### src/design/cxy_pkg.sv
// ----------------------------------------------------------------------------
// cxy_pkg: shared constants, types and ramp table for the CoreXY time estimator
// Widths of the datapath, the ramp parameters and the cumulative ramp time
// ROM, built once at elaboration.
// ----------------------------------------------------------------------------
package cxy_pkg;

	// Move fields
	localparam int DX_W     = 15;
	localparam int SPD_W    = 14;
	localparam int MAG_W    = 16;                 // |motor move| up to 32768
	localparam int SQ_W     = 29;                 // dx*dx
	localparam int N_W      = 30;                 // dx*dx + dy*dy
	localparam int FRAC_W   = 16;
	localparam int SQV_W    = N_W + FRAC_W;       // radicand
	localparam int ROOT_W   = SQV_W / 2;
	localparam int SQ_REM_W = SQV_W + 2;
	localparam int TIME_W   = 32;

	// Ramp definition
	localparam int SPEED_SEGMENTS = 300;
	localparam int SEG_W          = $clog2(SPEED_SEGMENTS);
	localparam int START_SPEED    = 100;
	localparam int SPEED_STEP     = 50;
	localparam int RAMP_STEPS     = 14;
	localparam int RS2            = 2 * RAMP_STEPS;
	localparam int COS45_NUM      = 7071;
	localparam int COS45_DEN      = 10000;
	localparam int SEG_XMAX       = SPEED_STEP * (SPEED_SEGMENTS - 1);
	localparam int XC_W           = $clog2(SEG_XMAX + 1);
	localparam int SP_MAX         = START_SPEED + SPEED_STEP * (SPEED_SEGMENTS - 1);
	localparam int SP_W           = $clog2(SP_MAX + 1);

	// Reciprocals for the constant divisions (rounded up, exact over the used range)
	localparam int SEG_SHIFT  = 18;
	localparam int SEG_RECIP  = (2 ** SEG_SHIFT + SPEED_STEP - 1) / SPEED_STEP;
	localparam int SEG_RC_W   = $clog2(SEG_RECIP + 1);
	localparam int HALF_SHIFT = 20;
	localparam int HALF_RECIP = (2 ** HALF_SHIFT + RS2 - 1) / RS2;
	localparam int HALF_RC_W  = $clog2(HALF_RECIP + 1);

	// Pipelined divider
	localparam int DV_NUM_W = 59;
	localparam int DV_DEN_W = 37;
	localparam int DV_Q_W   = 25;
	localparam int DV_REM_W = DV_DEN_W + DV_Q_W;

	// Latencies
	localparam int LANE_LAT = 2 * DV_Q_W + 7;
	localparam int PIPE_LAT = 3 + ROOT_W + LANE_LAT;

	typedef logic [TIME_W-1:0] ramp_rom_t [SPEED_SEGMENTS];

	// Bit-serial long division for table building only
	function automatic logic [31:0] udiv_const(input logic [31:0] n, input logic [31:0] d);
		logic [31:0] q;
		logic [32:0] r;
		q = '0;
		r = '0;
		for (int i = 31; i >= 0; i--) begin
			r = {r[31:0], n[i]};
			if (r >= {1'b0, d}) begin
				r    = r - {1'b0, d};
				q[i] = 1'b1;
			end
		end
		return q;
	endfunction

	// Cumulative ramp time in Q16.16, each segment term rounded half up
	function automatic ramp_rom_t build_ramp();
		ramp_rom_t   t;
		logic [31:0] sum;
		logic [31:0] sp;
		sum = '0;
		for (int j = 0; j < SPEED_SEGMENTS; j++) begin
			sp   = 32'(START_SPEED + SPEED_STEP * j);
			sum  = sum + udiv_const((32'(RAMP_STEPS) << FRAC_W) + (sp >> 1), sp);
			t[j] = sum;
		end
		return t;
	endfunction

	localparam ramp_rom_t RAMP_T = build_ramp();

endpackage

### src/design/cxy_sqrt.sv
// ----------------------------------------------------------------------------
// cxy_sqrt: pipelined integer square root
// One result bit per stage, remainder form, floor(sqrt(value)).
// ----------------------------------------------------------------------------
module cxy_sqrt import cxy_pkg::*; (
	input  logic              clk,
	input  logic              en,
	input  logic [SQV_W-1:0]  value,
	output logic [ROOT_W-1:0] root
);

	logic [SQ_REM_W-1:0] rem_s   [ROOT_W];
	logic [ROOT_W-1:0]   root_s  [ROOT_W];
	logic [SQ_REM_W-1:0] rem_in  [ROOT_W];
	logic [ROOT_W-1:0]   root_in [ROOT_W];
	logic [SQ_REM_W-1:0] trial   [ROOT_W];
	logic [ROOT_W-1:0]   take;

	always_comb begin
		rem_in[0]  = SQ_REM_W'(value);
		root_in[0] = '0;
		for (int g = 1; g < ROOT_W; g++) begin
			rem_in[g]  = rem_s[g-1];
			root_in[g] = root_s[g-1];
		end
		for (int g = 0; g < ROOT_W; g++) begin
			// (r + 2^b)^2 - r^2 = r*2^(b+1) + 2^(2b)
			trial[g] = (SQ_REM_W'(root_in[g]) << (ROOT_W - g))
				| (SQ_REM_W'(1) << (2 * (ROOT_W - 1 - g)));
			take[g]  = rem_in[g] >= trial[g];
		end
	end

	always_ff @(posedge clk) begin
		if (en) begin
			for (int g = 0; g < ROOT_W; g++) begin
				if (take[g]) begin
					rem_s[g]  <= rem_in[g] - trial[g];
					root_s[g] <= root_in[g] | (ROOT_W'(1) << (ROOT_W - 1 - g));
				end else begin
					rem_s[g]  <= rem_in[g];
					root_s[g] <= root_in[g];
				end
			end
		end
	end

	assign root = root_s[ROOT_W-1];

endmodule

### config.mk
export PLATFORM = sky130hd
export DESIGN_NAME = cxy_sqrt
export DESIGN_NICKNAME = d
export VERILOG_FILES = /design/src/design/cxy_pkg.sv /design/src/design/cxy_sqrt.sv
export SDC_FILE = /design/constraint.sdc
export NUM_CORES = 2
export LEC_CHECK = 0
export ABC_AREA = 1
export BUFFER_PORTS_ARGS = -buffer_cell sky130_fd_sc_hd__buf_4
export CORE_MARGIN = 4
export CORE_UTILIZATION = 25
export DETAILED_ROUTE_END_ITERATION = 10
export GPL_TIMING_DRIVEN = 0
export PLACE_DENSITY = 0.38
export SYNTH_ARGS = -nofsm -noshare
export SYNTH_HDL_FRONTEND = slang
export SYNTH_SLANG_ARGS = --single-unit
### constraint.sdc
create_clock -name clk -period 4.1 [get_ports clk]
set_input_delay 0.82 -clock clk [delete_from_list [all_inputs] [get_ports clk]]
set_output_delay 0.82 -clock clk [all_outputs]
set_load 0.05 [all_outputs]
# ---- After elaboration in Yosys (flattened, before gate mapping)
# Memories as Yosys holds them, arrays and structs flattened.
# Index checks and enable logic that the tools add are counted.
dict set report word_totals {
  reg_bits 0
  mem_bits_rw 1633
  inputBits 48
  elab_cells 278
  mem_count 2
}
# memory words width read_ports rd_ports_with_merged_regs wr line
set mem_list {}
lappend mem_list {rem_s 23 48 22 0 23 cxy_sqrt.sv:12} ;# logic [SQ_REM_W-1:0] rem_s [ROOT_W];
lappend mem_list {root_s 23 23 23 0 23 cxy_sqrt.sv:13} ;# logic [ROOT_W-1:0] root_s [ROOT_W];
dict set report classes {
  addsub 23
  order_cmp 23
  mux 184
  n_bitwise 46
}
# cell n
set ops {}
lappend ops {{$mux 48} 23}
lappend ops {{$mux 23} 23}
lappend ops {{$mux 1} 138}
lappend ops {{$ge 48x24->1} 1}
lappend ops {{$ge 48x25->1} 1}
lappend ops {{$ge 48x26->1} 1}
lappend ops {{$ge 48x27->1} 1}
lappend ops {{$ge 48x28->1} 1}
lappend ops {{$ge 48x29->1} 1}
lappend ops {{$ge 48x30->1} 1}
lappend ops {{$ge 48x31->1} 1}
lappend ops {{$ge 48x32->1} 1}
lappend ops {{$ge 48x33->1} 1}
lappend ops {{$ge 48x34->1} 1}
lappend ops {{$ge 48x35->1} 1}
lappend ops {{$ge 48x36->1} 1}
lappend ops {{$ge 48x37->1} 1}
lappend ops {{$ge 48x38->1} 1}
lappend ops {{$ge 48x39->1} 1}
lappend ops {{$ge 48x40->1} 1}
lappend ops {{$ge 48x41->1} 1}
lappend ops {{$ge 48x42->1} 1}
lappend ops {{$ge 48x43->1} 1}
lappend ops {{$ge 48x44->1} 1}
lappend ops {{other kinds (26)} 71}

# ---- Logic depth before layout (Yosys ltp)
# An unclocked memory read counts as a cell.
dict set report logic_depth {
  word_depth 6
  depth_mapped 16
}

# ---- Worst setup path before layout
# OpenSTA, ideal clock, no wires.
dict set report synth_timing {
  path_type {input to register}
  startpoint {input en}
  endpoint {memory rem_s[2][240] (netlist bit), enable pin}
  setup_time_ns 0.453
  t_arrival_ns 3.073
  path_slack_ns 0.575
  path_stages 3
  cell_sequence {buf_4 > buf_2 > clkbuf_1}
}
# element line
set synth_lines {}
lappend synth_lines {{start: declaration} cxy_sqrt.sv:7} ;# input logic en,
lappend synth_lines {{end: declaration} cxy_sqrt.sv:12}

==> results.ini <==
[floorplan]
coreArea_um2 = 313000
dieHeight_um = 569
pin_count = 71
start_util = 0.252
die_w_um = 569
num_rows = 205
dieArea_um2 = 324000

[timing]
skew_ns = 0.0962
tightestPinTransition_ns = 1.20
whs_ns = 0.102
grt_setup_unrepaired = false
fin_crit_ns = 3.59
fmax_ghz = 0.278
slew-limit-headroom = 0.201
fin_crit_sh = 0.876
setup_viol = 0
hold_viol = 0
finalMaxSlewViolations = 0

[clock_network]
tritoncts.num_buffers = 167
cts_tree = done
hold_buffers = 0
cts_setup_buffers = 0
htreeDepth = 4
root_buffer = clkbuf_16
cts_sinks = 1331
clk_pin_slew_worst_paths_ns = 0.06
insertion_delay_ns = 0.86
max-clock-path-buffers = 4
post_cts_resized = 0

[synth]
yosys_warnings = 0
ys_top_cells_by_area = edfxtp_1 51%, nand2_1 12%, inv_1 7.6%, nor2_1 5.1%, ha_1 4.7%
syn-cell-area_um2 = 78700
synth_top_area_frac = 0.508
post_synth.cell_area_avg_um2 = 8.45
synth_ff_type = edfxtp_1
ys_seq_elements = 1331
synthArstFlopShare = 0
ys_seq_area_frac = 0.508
synth_enable_flop_cells = 1331
netlist_instances = 9317
syn-num-nets = 9662
synth_largest_area_cell = edfxtp_1
ys_types = 71

[route]
routed_wirelength_um = 274000
drt_first_pass_iters = 6
num_vias = 62390
route.detailed.drc = 0
post_drt_wl_per_cell_um = 19.8
drtIter0Drc = 4395
avgViaCountPerCell = 4.51
ant_nets = 0

[place]
io_buffers = 70
gp_congestion = 0.909
placed_cell_area_um2 = 84800
dp_hpwl_um = 226000

[finish]
seq_area_um2 = 40000
nets = 9916
final_cell_mix = 2566 x nand2_1, 1588 x inv_1, 1331 x edfxtp_1, 1067 x nor2_1, 550 x nand3_1
multi_input_area_um2 = 32100
stdcell_area_um2 = 90000
fillerInstances = 33298
layout-drive-gt1-share = 0.0748
area_delta_synth_final_pct = 14.3
final_common_cell = nand2_1

[run]
maxCapViolations = 0

[global_routing]
grt_max_degree = 70
antenna_found_initial = 10
grt_pass1_vias = 61304
gr-total-overflow = 0
grt_usage = 0.165
grt_pass1_wl_um = 403000

[worst_setup_path]
cp.required_ns = 4.59
cp_max_fo = 10
reg2reg_slack_ns = 0.86
worstPathArrival_ns = 4.08
cp-end-kind = flop
cp-start-kind = primary input
worst-setup-path-type = in2reg

[hold_path]
min_path_type = in2reg

[run_status]
status = finished, final reports clean

[power]
power_leakage_nw = 38.6
ir_drop_uv = 359
p_per_area_nw_per_um2 = 469

## cells in the mapped netlist, types with 6 or more instances
| library cell | count |
|---|---|
| a211oi_1 | 7 |
| a21o_1 | 8 |
| a21oi_1 | 319 |
| a21oi_2 | 19 |
| and2_1 | 13 |
| and3_1 | 7 |
| buf_2 | 10 |
| buf_4 | 11 |
| buf_6 | 26 |
| clkbuf_1 | 25 |
| clkinv_1 | 7 |
| edfxtp_1 | 1331 |
| ha_1 | 297 |
| inv_1 | 1588 |
| inv_2 | 21 |
| nand2_1 | 2566 |
| nand2_2 | 53 |
| nand2_4 | 15 |
| nand3_1 | 550 |
| nand3_2 | 19 |
| nand3b_1 | 45 |
| nand4_1 | 252 |
| nand4_2 | 6 |
| nor2_1 | 1067 |
| nor2_2 | 53 |
| nor2_4 | 21 |
| nor3_1 | 161 |
| nor3b_1 | 7 |
| nor4_1 | 93 |
| o2111ai_1 | 6 |
| o211ai_1 | 13 |
| o21a_1 | 12 |
| o21ai_0 | 220 |
| o21ai_1 | 22 |
| o21ai_2 | 67 |
| o21bai_1 | 21 |
| or2_2 | 27 |
| xnor2_1 | 147 |
| xor2_1 | 126 |
## area by class of cell
class	instances	area share
multi-input combinational	6288	0.356
timing repair buffer	85	0.00951
buffer	78	0.00725
clock inverter	99	0.00934
antenna	3	0.0000834
clock buffer	195	0.0483
sequential	1331	0.444
tap	4140	0.0575
inverter	1620	0.0677
## state kept, by name, indices dropped and copies added (netlist names)
name    count
root_s    276
rem_s    1055
## per-layer routing
metal	global-route usage	part of all wire	vias to the layer above	routed length [um]
met5	0	0	-	0
met4	0.0365	0.022	0	6080
met3	0.0171	0.036	305	9960
met2	0.272	0.46	1247	126000
met1	0.232	0.48	29779	132000
li1	-	-	31059	-
## worst max-delay path: stages
cell and delay [ns]:
buf_4 0.10, buf_4 0.44, buf_2 0.65, buf_2 1.00
nand4_2 0.52, o21ai_0 0.34, inv_1 0.07
## power by group
group          internal, mW  leakage, nW  total [mW]  switching, mW
registers              16.9         12.8        18.4           1.44
clock network          8.21         2.54        14.1           5.87
logic                  2.99         23.3        9.80           6.81
total                  28.1         38.6        42.2           14.1
## stage by stage
step,total power [mW],instances,TNS (ns),utilization,setup slack [ns]
final,42.2,13839,0,0.288,0.508
after detailed placement,28.4,13542,-19.27,0.271,-0.473
after global routing,44.8,13838,0,0.288,0.410
after floorplan,24.5,9317,0,-,0.575
after CTS,42.9,13836,0,0.288,0.348
after global placement,28.5,13527,-1331.73,0.270,-1.62
## final timing paths
path,startpoint,to,cells after the start
worst max-delay path,en,rem_s[2][135],7
worst min-delay path,value[43],rem_s[0][43],1
worst min register to register,rem_s[2][49],rem_s[2][97],0
worst max register to register,rem_s[0][185],rem_s[0][232],10
## logic make-up (layout without fill, tap and decap cells)
kind of cell / count (synthesis) / count (layout) / share of synthesized area
flops: 1331 / 1331 / 0.508
compound gates: 735 / 735 / 0.0544
other cells: 0 / 3 / 0
fa+ha+maj: 297 / 297 / 0.0472
buf+inv: 1698 / 2077 / 0.0850
simple gates: 4983 / 4983 / 0.276
xor+xnor: 273 / 273 / 0.0304
Power figures use the tool's default switching activity.
